--- src/hdl/bdda_pkg.sv ---
// shared types, constants and calendar functions for the business-day date advance
package bdda_pkg;

	localparam int YEAR_W  = 14;
	localparam int MONTH_W = 4;
	localparam int DAY_W   = 5;
	localparam int COUNT_W = 12;
	localparam int WDAY_W  = 3;

	// walk year carries one extra bit so the weekday sees the unwrapped year
	localparam int WALK_YEAR_W = YEAR_W + 1;

	// floor(y / 100) == (y * 5243) >> 19 for every 14-bit y
	localparam logic [12:0] RECIP_100       = 13'd5243;
	localparam int          RECIP_100_SHIFT = 19;
	localparam int          PROD100_W       = 27;

	// floor(s / 7) == (s * 37450) >> 18 for every weekday sum below 2^15
	localparam logic [15:0] RECIP_7       = 16'd37450;
	localparam int          RECIP_7_SHIFT = 18;
	localparam int          SUM_W         = 15;
	localparam int          PROD7_W       = 31;

	localparam logic [MONTH_W-1:0] JANUARY  = 4'd1;
	localparam logic [MONTH_W-1:0] FEBRUARY = 4'd2;
	localparam logic [MONTH_W-1:0] DECEMBER = 4'd12;

	localparam logic [WDAY_W-1:0] FRIDAY   = 3'd5;
	localparam logic [WDAY_W-1:0] SATURDAY = 3'd6;

	localparam logic [8:0] YEAR_CYCLE_LAST = 9'd399;

	typedef struct packed {
		logic load;       // capture a new start date
		logic mul_y;      // scale the march-based year by 1/100
		logic mul_yr;     // scale the calendar year by 1/100
		logic form_sum;   // weekday sum before reduction
		logic mul_sum;    // scale the sum by 1/7
		logic set_cycle;  // year position in the 400-year cycle
		logic resolve;    // weekday and date check
		logic step;       // advance one calendar day
	} dp_cmd_t;

	typedef struct packed {
		logic finish;     // bad date, or count used up
	} dp_status_t;

	function automatic logic is_leap(input logic [8:0] y400);
		is_leap = (y400[1:0] == 2'd0) && (y400 != 9'd100) && (y400 != 9'd200)
			&& (y400 != 9'd300);
	endfunction

	function automatic logic [DAY_W-1:0] month_len(input logic [MONTH_W-1:0] mo,
		input logic leap);
		unique case (mo)
			4'd2:                    month_len = leap ? 5'd29 : 5'd28;
			4'd4, 4'd6, 4'd9, 4'd11: month_len = 5'd30;
			default:                 month_len = 5'd31;
		endcase
	endfunction

	// (31 * m) / 12 with the march-based month m of the weekday formula
	function automatic logic [5:0] month_term(input logic [MONTH_W-1:0] mo);
		unique case (mo)
			4'd0:    month_term = 6'd25;
			4'd1:    month_term = 6'd28;
			4'd2:    month_term = 6'd31;
			4'd3:    month_term = 6'd2;
			4'd4:    month_term = 6'd5;
			4'd5:    month_term = 6'd7;
			4'd6:    month_term = 6'd10;
			4'd7:    month_term = 6'd12;
			4'd8:    month_term = 6'd15;
			4'd9:    month_term = 6'd18;
			4'd10:   month_term = 6'd20;
			4'd11:   month_term = 6'd23;
			4'd12:   month_term = 6'd25;
			4'd13:   month_term = 6'd28;
			4'd14:   month_term = 6'd31;
			default: month_term = 6'd33;
		endcase
	endfunction

endpackage

--- src/hdl/business_day_date_advance.sv ---
// sequence: a start transfer loads the date, then setup states PREP1 to PREP4 find the start
// weekday, the walk covers D calendar days (D = 0..~5733), and done rises in ST_DONE
// the walk steps one calendar day per cycle
// throughput: one item at a time; a new start transfer is taken only back in idle, after done
// done marks the result for one cycle only; the receiver cannot stall it
// reset: arst_n clears the sequencer to idle; date and count registers are not reset
module business_day_date_advance (
	input  logic                            clk,
	input  logic                            arst_n,
	input  logic                            start,
	output logic                            busy,
	output logic                            done,
	input  logic [bdda_pkg::YEAR_W-1:0]     start_year,
	input  logic [bdda_pkg::MONTH_W-1:0]    start_month,
	input  logic [bdda_pkg::DAY_W-1:0]      start_day,
	input  logic [bdda_pkg::COUNT_W-1:0]    business_days,
	output logic [bdda_pkg::YEAR_W-1:0]     return_year,
	output logic [bdda_pkg::MONTH_W-1:0]    return_month,
	output logic [bdda_pkg::DAY_W-1:0]      return_day,
	output logic [bdda_pkg::WDAY_W-1:0]     return_weekday,
	output logic                            bad_date
);

	// command and status between the sequencer and the datapath
	bdda_pkg::dp_cmd_t    cmd;
	bdda_pkg::dp_status_t status;

	// sequencer: load, weekday setup (two 1/100 scalings, sum, 1/7 scaling, year cycle position,
	// weekday and date check), then one day per cycle until the count is used up or the date is bad
	bdda_ctrl u_ctrl (
		.clk    (clk),
		.arst_n (arst_n),
		.start  (start),
		.status (status),
		.cmd    (cmd),
		.busy   (busy),
		.done   (done)
	);

	// datapath: the working registers double as the result registers, so the
	// result holds still through the done cycle
	bdda_datapath u_datapath (
		.clk           (clk),
		.cmd           (cmd),
		.start_year    (start_year),
		.start_month   (start_month),
		.start_day     (start_day),
		.business_days (business_days),
		.status        (status),
		.year          (return_year),
		.month         (return_month),
		.day           (return_day),
		.weekday       (return_weekday),
		.bad           (bad_date)
	);

endmodule

--- src/hdl/bdda_ctrl.sv ---
// sequencing state machine: setup steps, day walk and result strobe
module bdda_ctrl (
	input  logic                  clk,
	input  logic                  arst_n,
	input  logic                  start,
	input  bdda_pkg::dp_status_t  status,
	output bdda_pkg::dp_cmd_t     cmd,
	output logic                  busy,
	output logic                  done
);

	localparam logic [2:0] ST_IDLE  = 3'd0;
	localparam logic [2:0] ST_PREP1 = 3'd1;
	localparam logic [2:0] ST_PREP2 = 3'd2;
	localparam logic [2:0] ST_PREP3 = 3'd3;
	localparam logic [2:0] ST_PREP4 = 3'd4;
	localparam logic [2:0] ST_WALK  = 3'd5;
	localparam logic [2:0] ST_DONE  = 3'd6;

	logic [2:0] state_q;
	logic [2:0] state_next;

	always_comb begin
		state_next = state_q;
		cmd        = '0;
		unique case (state_q)
			ST_IDLE: begin
				if (start) begin
					cmd.load   = 1'b1;
					state_next = ST_PREP1;
				end
			end
			ST_PREP1: begin
				cmd.mul_y  = 1'b1;
				state_next = ST_PREP2;
			end
			ST_PREP2: begin
				cmd.form_sum = 1'b1;
				cmd.mul_yr   = 1'b1;
				state_next   = ST_PREP3;
			end
			ST_PREP3: begin
				cmd.mul_sum   = 1'b1;
				cmd.set_cycle = 1'b1;
				state_next    = ST_PREP4;
			end
			ST_PREP4: begin
				cmd.resolve = 1'b1;
				state_next  = ST_WALK;
			end
			ST_WALK: begin
				if (status.finish) begin
					state_next = ST_DONE;
				end else begin
					cmd.step = 1'b1;
				end
			end
			ST_DONE: begin
				state_next = ST_IDLE;
			end
			default: begin
				state_next = ST_IDLE;
			end
		endcase
	end

	always_ff @(posedge clk or negedge arst_n) begin
		if (!arst_n) begin
			state_q <= ST_IDLE;
		end else begin
			state_q <= state_next;
		end
	end

	assign busy = (state_q != ST_IDLE);
	assign done = (state_q == ST_DONE);

endmodule

--- src/hdl/bdda_datapath.sv ---
// date, count and weekday registers with the setup arithmetic and the day stepper
module bdda_datapath (
	input  logic                               clk,
	input  bdda_pkg::dp_cmd_t                  cmd,
	input  logic [bdda_pkg::YEAR_W-1:0]        start_year,
	input  logic [bdda_pkg::MONTH_W-1:0]       start_month,
	input  logic [bdda_pkg::DAY_W-1:0]         start_day,
	input  logic [bdda_pkg::COUNT_W-1:0]       business_days,
	output bdda_pkg::dp_status_t               status,
	output logic [bdda_pkg::YEAR_W-1:0]        year,
	output logic [bdda_pkg::MONTH_W-1:0]       month,
	output logic [bdda_pkg::DAY_W-1:0]         day,
	output logic [bdda_pkg::WDAY_W-1:0]        weekday,
	output logic                               bad
);

	logic [bdda_pkg::WALK_YEAR_W-1:0] year_q;
	logic [bdda_pkg::MONTH_W-1:0]     month_q;
	logic [bdda_pkg::DAY_W-1:0]       day_q;
	logic [bdda_pkg::COUNT_W-1:0]     cnt_q;
	logic [bdda_pkg::WDAY_W-1:0]      wd_q;
	logic [8:0]                       y400_q;
	logic                             bad_q;
	logic [bdda_pkg::YEAR_W-1:0]      ysub_q;
	logic                             neg_q;
	logic [bdda_pkg::PROD100_W-1:0]   prod_q;
	logic [bdda_pkg::SUM_W-1:0]       sum_q;
	logic [bdda_pkg::PROD7_W-1:0]     prod7_q;

	logic                             march_shift;
	logic [bdda_pkg::YEAR_W-1:0]      mul_a;
	logic [7:0]                       q100;
	logic [5:0]                       q400;
	logic [bdda_pkg::YEAR_W-1:0]      ypart;
	logic [bdda_pkg::SUM_W-1:0]       sum_next;
	logic [bdda_pkg::YEAR_W-1:0]      y400_full;
	logic [12:0]                      q7;
	logic [bdda_pkg::SUM_W-1:0]       rem_raw;
	logic [bdda_pkg::SUM_W-1:0]       rem_fix;
	logic                             leap;
	logic [bdda_pkg::DAY_W-1:0]       mlen;
	logic                             last_day;
	logic                             workday;
	logic                             hold_wd;

	// january and february count as months of the previous year
	assign march_shift = (start_month <= bdda_pkg::FEBRUARY);

	assign mul_a = cmd.mul_y ? ypart : year_q[bdda_pkg::YEAR_W-1:0];
	assign q100  = prod_q[bdda_pkg::PROD100_W-1:bdda_pkg::RECIP_100_SHIFT];
	assign q400  = q100[7:2];

	// year zero before march gives y = -1: its terms truncate to -1, i.e. 6 mod 7
	assign ypart    = neg_q ? '0 : ysub_q;
	assign sum_next = bdda_pkg::SUM_W'(day_q) + bdda_pkg::SUM_W'(ypart)
		+ bdda_pkg::SUM_W'(ypart >> 2) + bdda_pkg::SUM_W'(q400)
		+ bdda_pkg::SUM_W'(bdda_pkg::month_term(month_q))
		+ (neg_q ? bdda_pkg::SUM_W'(6) : '0) - bdda_pkg::SUM_W'(q100);

	assign y400_full = year_q[bdda_pkg::YEAR_W-1:0]
		- (bdda_pkg::YEAR_W'(q400) * bdda_pkg::YEAR_W'(400));

	assign q7      = prod7_q[bdda_pkg::PROD7_W-1:bdda_pkg::RECIP_7_SHIFT];
	assign rem_raw = sum_q - (bdda_pkg::SUM_W'(q7) * bdda_pkg::SUM_W'(7));
	assign rem_fix = (rem_raw >= bdda_pkg::SUM_W'(7)) ? rem_raw - bdda_pkg::SUM_W'(7)
		: rem_raw;

	assign leap     = bdda_pkg::is_leap(y400_q);
	assign mlen     = bdda_pkg::month_len(month_q, leap);
	assign last_day = (day_q == mlen);
	assign workday  = (wd_q != bdda_pkg::FRIDAY) && (wd_q != bdda_pkg::SATURDAY);
	// year zero: the formula gives february 29 and march 1 the same weekday
	assign hold_wd  = (year_q == '0) && (month_q == bdda_pkg::FEBRUARY) && last_day;

	always_ff @(posedge clk) begin
		if (cmd.load) begin
			year_q  <= {1'b0, start_year};
			month_q <= start_month;
			day_q   <= start_day;
			cnt_q   <= business_days;
			neg_q   <= march_shift && (start_year == '0);
			ysub_q  <= march_shift ? start_year - bdda_pkg::YEAR_W'(1) : start_year;
		end
		if (cmd.mul_y || cmd.mul_yr) begin
			prod_q <= bdda_pkg::PROD100_W'(mul_a) * bdda_pkg::PROD100_W'(bdda_pkg::RECIP_100);
		end
		if (cmd.form_sum) begin
			sum_q <= sum_next;
		end
		if (cmd.mul_sum) begin
			prod7_q <= bdda_pkg::PROD7_W'(sum_q) * bdda_pkg::PROD7_W'(bdda_pkg::RECIP_7);
		end
		if (cmd.set_cycle) begin
			y400_q <= y400_full[8:0];
		end
		if (cmd.resolve) begin
			wd_q  <= rem_fix[bdda_pkg::WDAY_W-1:0];
			bad_q <= (month_q == '0) || (month_q > bdda_pkg::DECEMBER) || (day_q > mlen);
		end
		if (cmd.step) begin
			if (workday) begin
				cnt_q <= cnt_q - bdda_pkg::COUNT_W'(1);
			end
			if (!hold_wd) begin
				wd_q <= (wd_q == bdda_pkg::SATURDAY) ? '0 : wd_q + bdda_pkg::WDAY_W'(1);
			end
			if (last_day) begin
				day_q <= bdda_pkg::DAY_W'(1);
				if (month_q == bdda_pkg::DECEMBER) begin
					month_q <= bdda_pkg::JANUARY;
					year_q  <= year_q + bdda_pkg::WALK_YEAR_W'(1);
					y400_q  <= (y400_q == bdda_pkg::YEAR_CYCLE_LAST) ? '0 : y400_q + 9'd1;
				end else begin
					month_q <= month_q + bdda_pkg::MONTH_W'(1);
				end
			end else begin
				day_q <= day_q + bdda_pkg::DAY_W'(1);
			end
		end
	end

	assign status.finish = bad_q || (cnt_q == '0);

	assign year    = year_q[bdda_pkg::YEAR_W-1:0];
	assign month   = month_q;
	assign day     = day_q;
	assign weekday = wd_q;
	assign bad     = bad_q;

endmodule

--- config.mk ---
export PLATFORM = sky130hd
export DESIGN_NAME = business_day_date_advance
export DESIGN_NICKNAME = d
export VERILOG_FILES = /design/src/hdl/bdda_pkg.sv /design/src/hdl/business_day_date_advance.sv /design/src/hdl/bdda_ctrl.sv /design/src/hdl/bdda_datapath.sv
export SDC_FILE = /design/constraint.sdc
export NUM_CORES = 1
export LEC_CHECK = 0
export ABC_AREA = 1
export BUFFER_PORTS_ARGS = -buffer_cell sky130_fd_sc_hd__buf_2
export CORE_MARGIN = 2
export CORE_UTILIZATION = 55
export DETAILED_ROUTE_END_ITERATION = 16
export GPL_ROUTABILITY_DRIVEN = 0
export PLACE_DENSITY = 0.82
export RECOVER_POWER = 50
export SLEW_MARGIN = 20
export SYNTH_ARGS = -nofsm -noshare
export SYNTH_HDL_FRONTEND = slang
export SYNTH_SLANG_ARGS = --single-unit
--- constraint.sdc ---
create_clock -name clk -period 7.2 [get_ports clk]
set_input_delay 0.36 -clock clk [delete_from_list [all_inputs] [get_ports clk]]
set_output_delay 0.36 -clock clk [all_outputs]
set_load 0.01 [all_outputs]
# --- After elaboration in Yosys (flattened, before gate mapping) ---
# Memories as Yosys holds them, arrays and structs flattened. A register that Yosys moved wholly into a read port is not among the register bits.
# Index checks and enable logic that the tools add are counted.
totals:
  register_bits: 139
  mem_bits_ro: 96
  word_cells: 122
  n_memories: 1
memory_table:
  columns: ["memory", "depth", "word_bits", "rd", "rd_ports_with_merged_regs", "write_ports", "line_no", "source"]
  rows:
  - ["(name not given)", 16, 6, 1, 1, 0, "bdda_pkg.sv:64", "unique case (mo)"]
op_classes:
  add_sub_neg: 16
  mul: 4
  n_lt_le_gt_ge: 4
  eq_ne: 22
  n_mux: 41
  n_reduce_logical: 21
ops:
  columns: ["operator", "n"]
  rows:
  - ["$mux W15", 4]
  - ["$mux W9", 5]
  - ["$mux W14", 3]
  - ["$mux W12", 3]
  - ["$add A15 B6 Y15", 2]
  - ["$mul A15 B15 Y30 const B", 1]
  - ["$mul A14 B13 Y27 const B", 1]
  - ["$mux W3", 8]
  - ["$pmux W3 S6", 1]
  - ["$mux W4", 4]
  - ["$add A15 B1 Y15 const B", 1]
  - ["$add A15 B12 Y15", 1]
  - ["$add A15 B15 Y15", 1]
  - ["$add A5 B14 Y15", 1]
  - ["$ge A15 B3 Y1 const B", 1]
  - ["$logic_not A15 Y1", 1]
  - ["$mul A13 B3 Y15 const B", 1]
  - ["$mux W5", 3]
  - ["$sub A15 B15 Y15", 1]
  - ["$sub A15 B8 Y15", 1]
  - ["$logic_not A14 Y1", 1]
  - ["$sub A14 B1 Y14 const B", 1]
  - ["$eq A3 B3 Y1 const B", 4]
  - ["$eq A4 B4 Y1 const B", 3]
  - ["other kinds (35)", 55]

# --- Longest topological paths before layout ---
# Gate-level depths: netlist of run 1.
depth:
  ltp_word: 10
  depth_mapped: 31

# --- By module ---
# From an unflattened synthesis of run 1, not the netlist that was laid out.
hier_totals:
  cells_unflattened: 1907
  hier_area_um2: 15705.1
modules_own_cells:
  columns: ["module", "n_inst", "cells_per_inst", "area_per_inst_um2"]
  rows:
  - ["bdda_datapath", 1, 1873, 15472.3]
  - ["bdda_ctrl", 1, 34, 232.7]

# --- Worst setup path before layout of run 1 ---
# OpenSTA, ideal clock, no wires.
synth_path:
  path_kind: "reg2reg"
  start: "reg u_datapath.neg_q"
  end: "reg u_datapath.prod_q[25] in the netlist's numbering, data pin"
  arrival_time_ns: 5.462
  required_ns: 6.938
  path_slack_ns: 1.475
  stages_incl_launch_ff: 21
  synth_period_minus_slack_ns: 5.725
  cell_sequence: "edfxtp_1 > clkinv_1 > clkbuf_1 > nand2_1 > o21ai_0 > fa_1 > ha_1 > inv_1 > fa_1 > fa_1 > fa_1 > inv_1 > ha_1 > nand2_1 > nor2_1 > inv_1 > nor3_1 > nand4_1 > nand3_1 > a21oi_1 > xor2_1"
synth_via:
  elab_chain_len: 3
synth_lines:
  columns: ["item", "line_no", "source"]
  rows:
  - ["start: declaration", "bdda_datapath.sv:25", "logic neg_q;"]
  - ["start signal: assignment", "bdda_datapath.sv:81", "neg_q <= march_shift && (start_year == '0);"]
  - ["$mux W14", "bdda_datapath.sv:54", "assign ypart = neg_q ? '0 : ysub_q;"]
  - ["$mux W14", "bdda_datapath.sv:49", "assign mul_a = cmd.mul_y ? ypart : year_q[bdda_pkg::YEAR_W-1:0];"]
  - ["$mul A14 B13 Y27", "bdda_datapath.sv:85", "prod_q <= bdda_pkg::PROD100_W'(mul_a) * bdda_pkg::PROD100_W'(bdda_pkg::RECIP_100);"]
  - ["end signal: assignment", "bdda_datapath.sv:85", null]
  - ["end: declaration", "bdda_datapath.sv:26", "logic [bdda_pkg::PROD100_W-1:0] prod_q;"]
# No other way between the ends.
# A chain may end at the register's enable or synchronous reset.

# --- Final worst setup path of run 1 ---
layout_path:
  start: "reg u_ctrl.state_q[0]"
  end: "reg u_datapath.prod_q[23] in the netlist's numbering, data pin"
layout_via:
  elab_chain_len: 4
layout_lines:
  columns: ["item", "line_no", "source"]
  rows:
  - ["start: declaration", "bdda_ctrl.sv:20", "logic [2:0] state_q;"]
  - ["start signal: assignment", "bdda_ctrl.sv:71", "state_q <= state_next;"]
  - ["$eq A3 B1 Y1", "bdda_ctrl.sv:26", "unique case (state_q)"]
  - ["$mux W1", "bdda_ctrl.sv:26", null]
  - ["$mux W14", "bdda_datapath.sv:49", null]
  - ["$mul A14 B13 Y27", "bdda_datapath.sv:85", null]
# No other way between the ends.

==> results of run 1 <==
==> layer usage <==
| layer | global-route usage, % | wire, um |
|---|---|---|
| met1 | 32.2 | 16200 |
| met2 | 44.2 | 18400 |
| met3 | 2.81 | 1960 |
| met4 | 9.41 | 1370 |
| met5 | 0 | 0 |
==> worst register-to-register path, delay by kind of cell (launching register included) <==
family          cells  cell delay (ns)
flops               1             0.42
simple gates        6             0.85
xor+xnor            2             0.28
compound gates      3             1.14
buf+inv             8             0.73
fa+ha+maj           6             2.39
==> layout by cell type, fill, tap and decap left out, types with 10 or more instances in the layout <==
| cell type | n |
|---|---|
| nand4_1 | 17 |
| nor3_1 | 21 |
| o21ai_0 | 112 |
| buf_2 | 35 |
| clkbuf_16 | 10 |
| dfxtp_1 | 49 |
| ha_1 | 302 |
| edfxtp_1 | 57 |
| inv_1 | 419 |
| nand2_1 | 347 |
| xnor2_1 | 36 |
| clkbuf_1 | 33 |
| o21bai_1 | 11 |
| nor2_1 | 111 |
| a21oi_1 | 92 |
| inv_2 | 11 |
| xor2_1 | 65 |
| nand3_1 | 59 |
| fa_1 | 133 |
==> sequential cells by signal (all words and copies together) (netlist names), named ones only <==
| signal | cells |
|---|---|
| u_datapath.y400_q | 9 |
| u_datapath.prod_q | 8 |
| u_datapath.bad | 1 |
| u_datapath.year_q | 15 |
| u_datapath.neg_q | 1 |
| u_datapath.cnt_q | 12 |
| u_datapath.ysub_q | 14 |
| u_datapath.month | 4 |
| u_datapath.prod7_q | 13 |
| u_datapath.sum_q | 15 |
| u_datapath.weekday | 3 |
| u_datapath.day | 5 |
| u_ctrl.state_q | 3 |
==> through the flow <==
stage	utilization, %	instances	setup slack [ns]
floorplan	-	1976	1.48
global placement	58.2	2400	1.32
detailed placement	58.2	2400	1.16
CTS	59.3	2417	1.14
global route	59.0	2417	0.720
finish	59.0	2417	1.15
==> cells by family after synthesis <==
group | synth area share [%]
fa+ha+maj | 40.2
flops | 17.3
simple gates | 15.6
compound gates | 10.1
mux | 0.0625
buf+inv | 11.3
xor+xnor | 5.52
==> worst paths after layout <==
check                                                  end                           from  cells after the start  slack [ns]
max                        u_datapath.prod_q[23]$_DFFE_PP_  u_ctrl.state_q[0]$_DFFE_PN0P_                     25        1.15
max in group asynchronous    u_ctrl.state_q[2]$_DFFE_PN0P_                         arst_n                      2        6.66
min                           u_datapath.cnt_q[10]$_DFF_P_              business_days[10]                      3        0.27
max reg2reg                u_datapath.prod_q[23]$_DFFE_PP_  u_ctrl.state_q[0]$_DFFE_PN0P_                     25        1.15
min in group asynchronous    u_ctrl.state_q[1]$_DFFE_PN0P_                         arst_n                      2        0.37
min reg2reg                   u_datapath.cnt_q[10]$_DFF_P_   u_datapath.cnt_q[10]$_DFF_P_                      2        0.52
==> repair_timing <==
| item | CTS | global route |
|---|---|---|
| setup buffers | 0 | 0 |
| endpoints found under the hold margin | 3 | 0 |
| hold buffers | 1 | 0 |
| setup endpoints to repair | 0 | 0 |
==> layout make-up <==
class | instances | area [um^2]
inverter | 431 | 1620
fill | 2491 | 11800
clock buffer | 10 | 250
sequential | 109 | 2770
clock inverter | 6 | 50.0
timing repair buffer | 72 | 332
tap | 384 | 480
multi-input combinational | 1405 | 11400
==> summary.md, run 1 <==
| Metric | Value |
|---|---|
| Register bit total from synthesis | `between 100 and 150` |
| Ranking of synthesized cells by area | `ha_1, fa_1, edfxtp_1` |
| Worst-Skew Late Latency | `0.37 ns` |
| GRT Util Overall | `between 20% and 30%` |
| Largest net degree at the start of global routing | `34` |
| CP Data Required Time | `7.31 ns` |
| Crit start category | `register` |
| Post-Route WL | `37900 um` |
| Initial core utilization | `55.8%` |
| Drt pass-1 iters | `6` |
| Crit-path most repeated cell | `inv_1` |
| Hold WS | `0.268 ns` |
| Worst Path Max Fanout | `23` |
| CTS Buf Count | `9` |
| Worst path arrival time | `6.16 ns` |
| Syn Area/Cell | `8.11 um^2` |
| Mapped cell area | `16000 um^2` |
| Max_cap viols | `2` |
| DP Area | `16700 um^2` |
| Mapped Cells | `1976` |
| Via density | `5.50` |
| Async set-reset flop share out of synthesis | `2.75%` |
| Fin crit period | `6.05 ns` |
| DRC | `0` |
| Share of cells above drive strength 1 | `4.53%` |
| Status | `complete, but fails checks` |
| Aggregate global routing overflow | `0` |
| Die width | `175 um` |
| Hold crit path type | `in2reg` |
| RSZ-0062 raised after global routing | `false` |
| Commonest cells in the netlist | `inv_1, nand2_1, ha_1` |
| Resize count post-CTS | `0` |
| Diode count | `0` |
| CP max stage delay | `0.53 ns` |
| Final Cell Area | `16900 um^2` |
| Pins over their slew limit | `34` |
| Die Y | `175 um` |
| Total number of vias | `about 13000` |
| Slew at the pin with the worst max-slew slack | `2.12 ns` |
| Final hold viol count | `0` |
| Yosys top cell by area | `ha_1` |
| Slowest-stage cell, CP | `fa_1` |
| Sequential-to-total area share from yosys stat | `17.3%` |
| Clock tree root driver cell | `clkbuf_16` |
| Top Family by Delay on Critical Path | `adder cells` |
| Main synth FF type | `edfxtp_1` |
| DP Wirelength | `between 30000 and 40000 um` |
| Failing checks | `max-capacitance violations, max-slew violations` |
| Wire per inst | `15.7 um` |
| Worst Skew | `0.00975 ns` |
| Syn nets | `2449` |
| P&R area growth vs syn | `5.66%` |
| Core Rows | `62` |
| CTS tree | `yes` |
| Initial antenna violation count | `0` |
| Post-synth top area share | `a little under a quarter` |
| Post-route ant nets | `0` |
| EDFF count, synth | `57` |
| Setup TNS | `0 ns` |
| Fmax | `165 MHz` |
| Clock transition at path regs | `0.08 ns` |
| Final Setup Violations | `0` |
| I/O pin total | `67` |
| Port Buffer Count | `66` |
| Worst slew margin | `-42.7%` |
| Vias in the first global route | `13100` |
| Yosys warns | `0` |
| H-tree Lvls | `3` |
| CORE AREA | `28700 um^2` |
| First-pass GRT wire length | `62300 um` |
| Full die area | `about 30000 um^2` |
| Final period utilization | `84.1%` |
| Nets | `roughly 2500` |
| Worst Setup End Kind | `register` |
| Count of different cell masters after synthesis | `51` |
| Clock Path Buffers | `2` |
| Initial DRC count | `1203` |
| Total clock sinks | `109` |
| Bufs and invs on worst path | `8` |
| Most frequent cell after synthesis | `inv_1` |
| Critical path class | `reg2reg` |
Power of run 1 is not shown: default switching activity piles up to over one toggle a cycle in this logic, so the estimate is an artifact.
==> run 2: changes to the inputs <==
ABC_AREA = 0   (was 1)
clock period = 6.3 ns   (was 7.2 ns; I/O delays follow)
==> run 2 against run 1 <==
- the run still ends with max-capacitance violations, max-slew violations left
- via count decreased by 14%
- fmax increased by 0.50%
- final area decreased by 5.9%
- die area decreased by 7.5%
- clock-buffer cell count decreased by 1
- non-clock buffer count increased by 30
- final cell count decreased by 18%
- utilization increased by 0.79 points
- critical path type unchanged
- critical endpoint is now u_datapath.prod_q[26]$_DFFE_PP_
==> summary.md, run 2 <==
| Metric | Value |
|---|---|
| H-tree Lvls | `3 (unchanged)` |
| Commonest cells after routing, fill and taps aside | `inv_1, ha_1, fa_1 (was inv_1, nand2_1, ha_1)` |
| Yosys warns | `0 (unchanged)` |
| Worst-Skew Late Latency | `0.36 ns (was 0.37 ns)` |
| Worst slew margin | `-22.3% (was -42.7%)` |
| Final hold viol count | `0 (unchanged)` |
| Vias in the first global route | `11900 (was 13100)` |
| DP Wirelength | `27700 um (was 31800 um)` |
| Final period utilization | `95.6% (was 84.1%)` |
| GRT Util Overall | `24.7% (was 25.3%)` |
| Commonest cells in the netlist | `inv_1, ha_1, fa_1 (was inv_1, nand2_1, ha_1)` |
| Post-Route WL | `33700 um (was 37900 um)` |
| Post-synth top area share | `25.5% (was 23.6%)` |
| Core Rows | `60 (was 62)` |
| Clock Path Buffers | `2 (unchanged)` |
| Crit start category | `register (unchanged)` |
| I/O pin total | `67 (unchanged)` |
| GR Util met3 | `3.20% (was 2.81%)` |
| Count of different cell masters after synthesis | `74 (was 51)` |
| Most frequent cell after synthesis | `inv_1 (unchanged)` |
| Total number of vias | `11400 (was 13300)` |
| Largest net degree at the start of global routing | `36 (was 34)` |
| Diode count | `0 (unchanged)` |
| DRC | `0 (unchanged)` |
| Via density | `5.74 (was 5.50)` |
| Regs by FF count | `u_datapath.sum_q: 15 flops, u_datapath.year_q: 15 flops, u_datapath.ysub_q: 14 flops (unchanged)` |
| Sequential-to-total area share from yosys stat | `18.7% (was 17.3%)` |
| Initial DRC count | `721 (was 1203)` |
| Post-route ant nets | `0 (unchanged)` |
| Worst path arrival time | `6.13 ns (was 6.16 ns)` |
| Fmax | `166 MHz (was 165 MHz)` |
| Worst Path Max Fanout | `30 (was 23)` |
| Critical path class | `reg2reg (unchanged)` |
| Status | `complete, but fails checks (unchanged)` |
| Failing checks | `max-capacitance violations, max-slew violations (unchanged)` |
| Nets | `2108 (was 2501)` |
| Setup slack after layout | `0.278 ns (was 1.15 ns)` |
| Syn Area/Cell | `9.48 um^2 (was 8.11 um^2)` |
| Register bit total from synthesis | `109 (unchanged)` |
| Top Usage Layer GRT | `met2 (unchanged)` |
| Clock transition at path regs | `0.08 ns (about the same)` |
| GRT met1 Usage | `30.4% (was 32.2%)` |
| Async set-reset flop share out of synthesis | `2.75% (unchanged)` |
| Final Setup Violations | `0 (unchanged)` |
| Worst Setup End Kind | `register (unchanged)` |
| Port Buffer Count | `66 (unchanged)` |
| CTS Buf Count | `9 (unchanged)` |
| DP Worst Slack | `0.0611 ns (was 1.16 ns)` |
| M2 GR Usage | `44.7% (was 44.2%)` |
| Yosys top cell by area | `ha_1 (unchanged)` |
| Clock tree root driver cell | `clkbuf_16 (unchanged)` |
| CTS tree | `yes (unchanged)` |
| Total clock sinks | `109 (unchanged)` |
| Syn nets | `2034 (was 2449)` |
| Max_cap viols | `1 (was 2)` |
| Fin crit period | `6.02 ns (was 6.05 ns)` |
| Die Y | `168 um (was 175 um)` |
| CP Data Required Time | `6.41 ns (was 7.31 ns)` |
| Aggregate global routing overflow | `0 (unchanged)` |
| Slew at the pin with the worst max-slew slack | `1.83 ns (was 2.12 ns)` |
| Worst Skew | `0.0157 ns (was 0.00975 ns)` |
| Leading cell type in the layout, fill and taps excluded | `inv_1 (unchanged)` |
| Main synth FF type | `edfxtp_1 (unchanged)` |
| First-pass GRT wire length | `56700 um (was 62300 um)` |
| Initial antenna violation count | `0 (unchanged)` |
| Wire per inst | `17.0 um (was 15.7 um)` |
| Pins over their slew limit | `36 (was 34)` |
| Initial core utilization | `55.5% (was 55.8%)` |
| Mapped Cells | `1561 (was 1976)` |
| P&R area growth vs syn | `7.65% (was 5.66%)` |
| Ranking of synthesized cells by area | `ha_1, fa_1, edfxtp_1 (unchanged)` |
| Full die area | `28200 um^2 (was 30500 um^2)` |
| EDFF count, synth | `57 (unchanged)` |
| Hold crit path type | `in2reg (unchanged)` |
| Die width | `168 um (was 175 um)` |
| Share of cells above drive strength 1 | `7.38% (was 4.53%)` |
| CORE AREA | `26700 um^2 (was 28700 um^2)` |
| Mapped cell area | `14800 um^2 (was 16000 um^2)` |
| Drt pass-1 iters | `5 (was 6)` |
## run 2: cell types whose count changed after synthesis, moves of 14 or more
cell	delta
a21oi_1	-22
inv_1	-99
nand2_1	-283
nand2b_1	+19
nand3_1	-25
nor2_1	-35
nor2b_1	+14
o21ai_0	-53
xor2_1	-26
## run 2: cells by family (layout without fill, tap and decap cells)
logic type | after synthesis | count (layout) | share of synthesized area [%]
AND/OR/NAND/NOR | 294 | 294 | 9.97
adder cells (fa/ha/maj) | 435 | 435 | 43.5
AO/OA/AOI/OAI | 269 | 269 | 12.3
flip-flops | 109 | 109 | 18.7
multiplexers | 10 | 10 | 0.710
buffers and inverters | 357 | 436 | 9.50
XOR/XNOR | 87 | 87 | 5.28
## run 2: routing by layer
layer	up-vias	wire length, um
li1	5414	-
met1	5510	13900
met2	366	17000
met3	88	1800
met4	0	1000
met5	-	0
## run 2: path summary, 6_finish.rpt
path                            depth (start not counted)  slack (ns)                               to                     startpoint
worst max-delay path                                   24        0.28  u_datapath.prod_q[26]$_DFFE_PP_  u_ctrl.state_q[1]$_DFFE_PN0P_
worst min-delay path                                    2        0.20      u_datapath.cnt_q[0]$_DFF_P_               business_days[0]
worst max register to register                         24        0.28  u_datapath.prod_q[26]$_DFFE_PP_  u_ctrl.state_q[1]$_DFFE_PN0P_
worst min register to register                          1        0.52    u_datapath.year_q[14]$_DFF_P_  u_datapath.year_q[14]$_DFF_P_
max in group asynchronous                               2        5.79    u_ctrl.state_q[0]$_DFFE_PN0P_                         arst_n
min in group asynchronous                               2        0.33    u_ctrl.state_q[2]$_DFFE_PN0P_                         arst_n
## run 2: final cells by class
type / count / area [um^2]
inverters: 318 / 1200
fillers: 2163 / 10700
repair buffers: 102 / 556
well taps: 341 / 427
clock buffers: 9 / 225
multi-input cells: 1095 / 10700
flip-flops and latches: 109 / 2770
clock inverters: 7 / 95.1
## run 2: through the flow
step	std cells	util, %	area [um^2]	hold slack (ns)	setup TNS (ns)
global route	1981	59.8	15900	0.211	-0.0481
global placement	1953	58.3	15500	0.117	0
finish	1981	59.8	15900	0.201	0
detailed placement	1953	58.3	15500	0.118	0
CTS	1970	59.5	15900	0.193	0
floorplan	1561	-	14800	0.0194	0
## run 2: critical path: stages (launching register included)
cell and delay, ns:
dfrtp_1 0.39, nand2b_1 0.19, nand2b_1 0.20, buf_12 0.18, nand2_1 0.07, o21a_2 0.21, inv_1 0.14, xnor2_1 0.15
ha_1 0.28, ha_1 0.33, fa_1 0.48, fa_1 0.55, inv_1 0.06, fa_1 0.53, inv_1 0.05, ha_1 0.20
or3_1 0.38, a211oi_2 0.18, a21oi_2 0.12, o21ai_1 0.18, buf_4 0.15, o2111ai_1 0.17, a21o_1 0.25, a21oi_1 0.22
xnor2_1 0.10
## run 2: repair_timing
| item | 4_1_cts | 5_1_grt |
|---|---|---|
| hold endpoints to repair | 3 | 0 |
| resized for setup | 0 | 12 |
| endpoints found under the setup margin | 0 | 3 |
| setup buffers | 0 | 11 |
| hold buffers | 1 | 0 |
Power of run 2 is left out for the same reason.
==> run 3: changes to the inputs <==
PLACE_DENSITY = 0.75   (was 0.82)
clock period = 5.2 ns   (was 6.3 ns; I/O delays follow)
==> run 3 against run 2 <==
- the run ends with negative setup slack left
- final cell count grew 6.8%
- clock-buffer cell count stayed put
- sequential cell count unchanged
- clock skew is essentially flat
- fmax up 12%
- wire length up 15%
- first-iteration DRC count increased by 33%
- non-clock buffer count rose by 132
- highest routed layer unchanged
==> summary.md, run 3 (synthesized netlist as in run 2, its figures left out) <==
| Metric | Value |
|---|---|
| Diode count | `0 (unchanged)` |
| Nets | `2243 (was 2108)` |
| Port Buffer Count | `66 (unchanged)` |
| Worst-Skew Late Latency | `0.37 ns (was 0.36 ns)` |
| Clock transition at path regs | `0.09 ns (was 0.08 ns)` |
| Initial antenna violation count | `0 (unchanged)` |
| First-pass GRT wire length | `61000 um (was 56700 um)` |
| Full die area | `28200 um^2 (unchanged)` |
| Core Util, Final | `66.3% (was 59.8%)` |
| Fin crit period | `5.39 ns (was 6.02 ns)` |
| Commonest cells after routing, fill and taps aside | `inv_1, ha_1, buf_4 (was inv_1, ha_1, fa_1)` |
| Top sig layer | `met4 (unchanged)` |
| R2R setup slack | `-0.19 ns (was 0.28 ns)` |
| CTS Buf Count | `9 (unchanged)` |
| Worst R2R Start | `u_ctrl.state_q[1]$_DFFE_PN0P_ (unchanged)` |
| Worst Skew | `0.0153 ns (was 0.0157 ns)` |
| Max_cap viols | `0 (was 1)` |
| Clock tree root driver cell | `clkbuf_16 (unchanged)` |
| Die Y | `168 um (unchanged)` |
| Drt pass-1 iters | `6 (was 5)` |
| Initial core utilization | `55.5% (unchanged)` |
| Core Rows | `60 (unchanged)` |
| FF-to-FF path depth | `24 (unchanged)` |
| RSZ-0062 raised after global routing | `true` |
| Hold crit path type | `in2reg (unchanged)` |
| Post-route ant nets | `0 (unchanged)` |
| CP Data Required Time | `5.33 ns (was 6.41 ns)` |
| Register Area | `2770 um^2 (unchanged)` |
| Status | `complete, but fails checks (unchanged)` |
| I/O pin total | `67 (unchanged)` |
| Total clock sinks | `109 (unchanged)` |
| Regs by FF count | `u_datapath.sum_q: 15 flops, u_datapath.year_q: 15 flops, u_datapath.ysub_q: 14 flops (unchanged)` |
| Via density | `5.75 (was 5.74)` |
| Worst path arrival time | `5.53 ns (was 6.13 ns)` |
| Hold path startpoint | `business_days[0] (unchanged)` |
| Initial DRC count | `956 (was 721)` |
| Fmax | `185 MHz (was 166 MHz)` |
| Total number of vias | `12200 (was 11400)` |
| DRC | `0 (unchanged)` |
| Final Setup Violations | `8 (was 0)` |
| Slew at the pin with the worst max-slew slack | `0.821 ns (was 1.83 ns)` |
| Wire per inst | `18.4 um (was 17.0 um)` |
| Worst Path Max Fanout | `5 (was 30)` |
| Pins over their slew limit | `0 (was 36)` |
| Die width | `168 um (unchanged)` |
| Leading cell type in the layout, fill and taps excluded | `inv_1 (unchanged)` |
| Vias in the first global route | `12700 (was 11900)` |
| Crit start category | `register (unchanged)` |
| Critical path class | `reg2reg (unchanged)` |
| Largest net degree at the start of global routing | `37 (was 36)` |
| Met2 WL | `20000 um (was 17000 um)` |
| P&R area growth vs syn | `19.3% (was 7.65%)` |
| Final hold viol count | `0 (unchanged)` |
| DP Wirelength | `29600 um (was 27700 um)` |
| CTS tree | `yes (unchanged)` |
| Clock Path Buffers | `2 (unchanged)` |
| Worst slew margin | `44.6% (was -22.3%)` |
| H-tree Lvls | `3 (unchanged)` |
| WHS Endpoint | `u_datapath.cnt_q[0]$_DFF_P_ (unchanged)` |
| Worst hold path depth | `2 (unchanged)` |
| Setup slack after layout | `-0.194 ns (was 0.278 ns)` |
| Share of cells above drive strength 1 | `21.5% (was 7.38%)` |
| Aggregate global routing overflow | `0 (unchanged)` |
| Worst Setup End Kind | `register (unchanged)` |
| Wl on met1 | `15400 um (was 13900 um)` |
| Fill count | `1966 (was 2163)` |
| Post-Route WL | `38900 um (was 33700 um)` |
| CORE AREA | `26700 um^2 (unchanged)` |
| FF-to-FF End | `u_datapath.prod_q[26]$_DFFE_PP_ (unchanged)` |
| Failing checks | `negative setup slack (was max-capacitance violations, max-slew violations)` |
| GRT Util Overall | `27.0% (was 24.7%)` |
| Final period utilization | `104% (was 95.6%)` |
| Multi-input combinational cell area | `11400 um^2 (was 10700 um^2)` |
| Met3 Routed Length | `2010 um (was 1800 um)` |
-- run 3: changes by cell type in the layout (fill, tap and decap cells not counted), sizes merged --
cell / before / now
inv: 318 / 323
bufinv: 1 / 0
clkinvlp: 4 / 1
nand2b: 20 / 23
buf: 65 / 211
clkbuf: 45 / 31
clkinv: 2 / 1
-- run 3: final cells by class --
class,instances,area share (%)
clock buffers,9,1.28
clock inverters,7,0.425
inverters,318,6.84
multi-input cells,1098,64.3
flip-flops and latches,109,15.7
well taps,341,2.42
repair buffers,234,9.05
-- run 3: worst max path at each step --
stage	endpoint	depth (start not counted)	start	slack (ns)
detailed placement	u_datapath.prod_q[26]$_DFFE_PP_	23	u_ctrl.state_q[1]$_DFFE_PN0P_	-0.33
global route	u_datapath.prod_q[26]$_DFFE_PP_	24	u_ctrl.state_q[1]$_DFFE_PN0P_	-0.43
global placement	u_datapath.prod_q[26]$_DFFE_PP_	21	u_ctrl.state_q[0]$_DFFE_PN0P_	-0.20
CTS	u_datapath.prod_q[26]$_DFFE_PP_	20	u_ctrl.state_q[1]$_DFFE_PN0P_	-0.15
finish	u_datapath.prod_q[26]$_DFFE_PP_	24	u_ctrl.state_q[1]$_DFFE_PN0P_	-0.19
floorplan	u_datapath.prod_q[26]$_DFFE_PP_	24	u_ctrl.state_q[1]$_DFFE_PN0P_	-0.11
-- run 3: critical path, stage by stage (launching register included) --
cell       delay [ns]
dfrtp_1          0.39
nand2b_4         0.19
nand2b_4         0.21
nand2_1          0.11
o21a_1           0.24
inv_2            0.08
ha_4             0.27
inv_1            0.06
fa_2             0.57
inv_1            0.06
fa_1             0.47
ha_1             0.29
inv_1            0.05
fa_1             0.53
inv_1            0.06
ha_4             0.28
o21ai_4          0.06
a21oi_2          0.13
nand4_1          0.15
a21oi_2          0.26
o21ai_2          0.10
o2111ai_2        0.19
a21o_1           0.19
a21oi_2          0.07
xnor2_1          0.12
-- run 3: through the flow --
| stage | hold WS, ns | cell area (um^2) | setup slack (ns) | TNS (ns) | std cells |
|---|---|---|---|---|---|
| detailed placement | 0.0700 | 16600 | -0.332 | -2.52 | 2071 |
| floorplan | -0.0356 | 15000 | -0.114 | -0.165 | 1561 |
| finish | 0.149 | 17700 | -0.194 | -1.13 | 2116 |
| CTS | 0.134 | 17300 | -0.145 | -0.300 | 2107 |
| global route | 0.137 | 17700 | -0.433 | -3.01 | 2116 |
| global placement | 0.0718 | 16600 | -0.199 | -1.45 | 2071 |
-- run 3: repair_timing --
action	in CTS	in global routing
hold buffers	1	0
setup buffers	17	10
pin swaps	51	63
setup endpoints to repair	14	19
endpoints found under the hold margin	3	0
cloned	3	0
gates resized for setup	63	72
-- run 3: layer usage --
layer,vias to the layer above,track usage (%)
li1,5681,-
met2,408,49.7
met4,0,8.88
met3,133,3.08
met5,-,0
met1,5950,32.9
Power of run 3 is left out for the same reason.
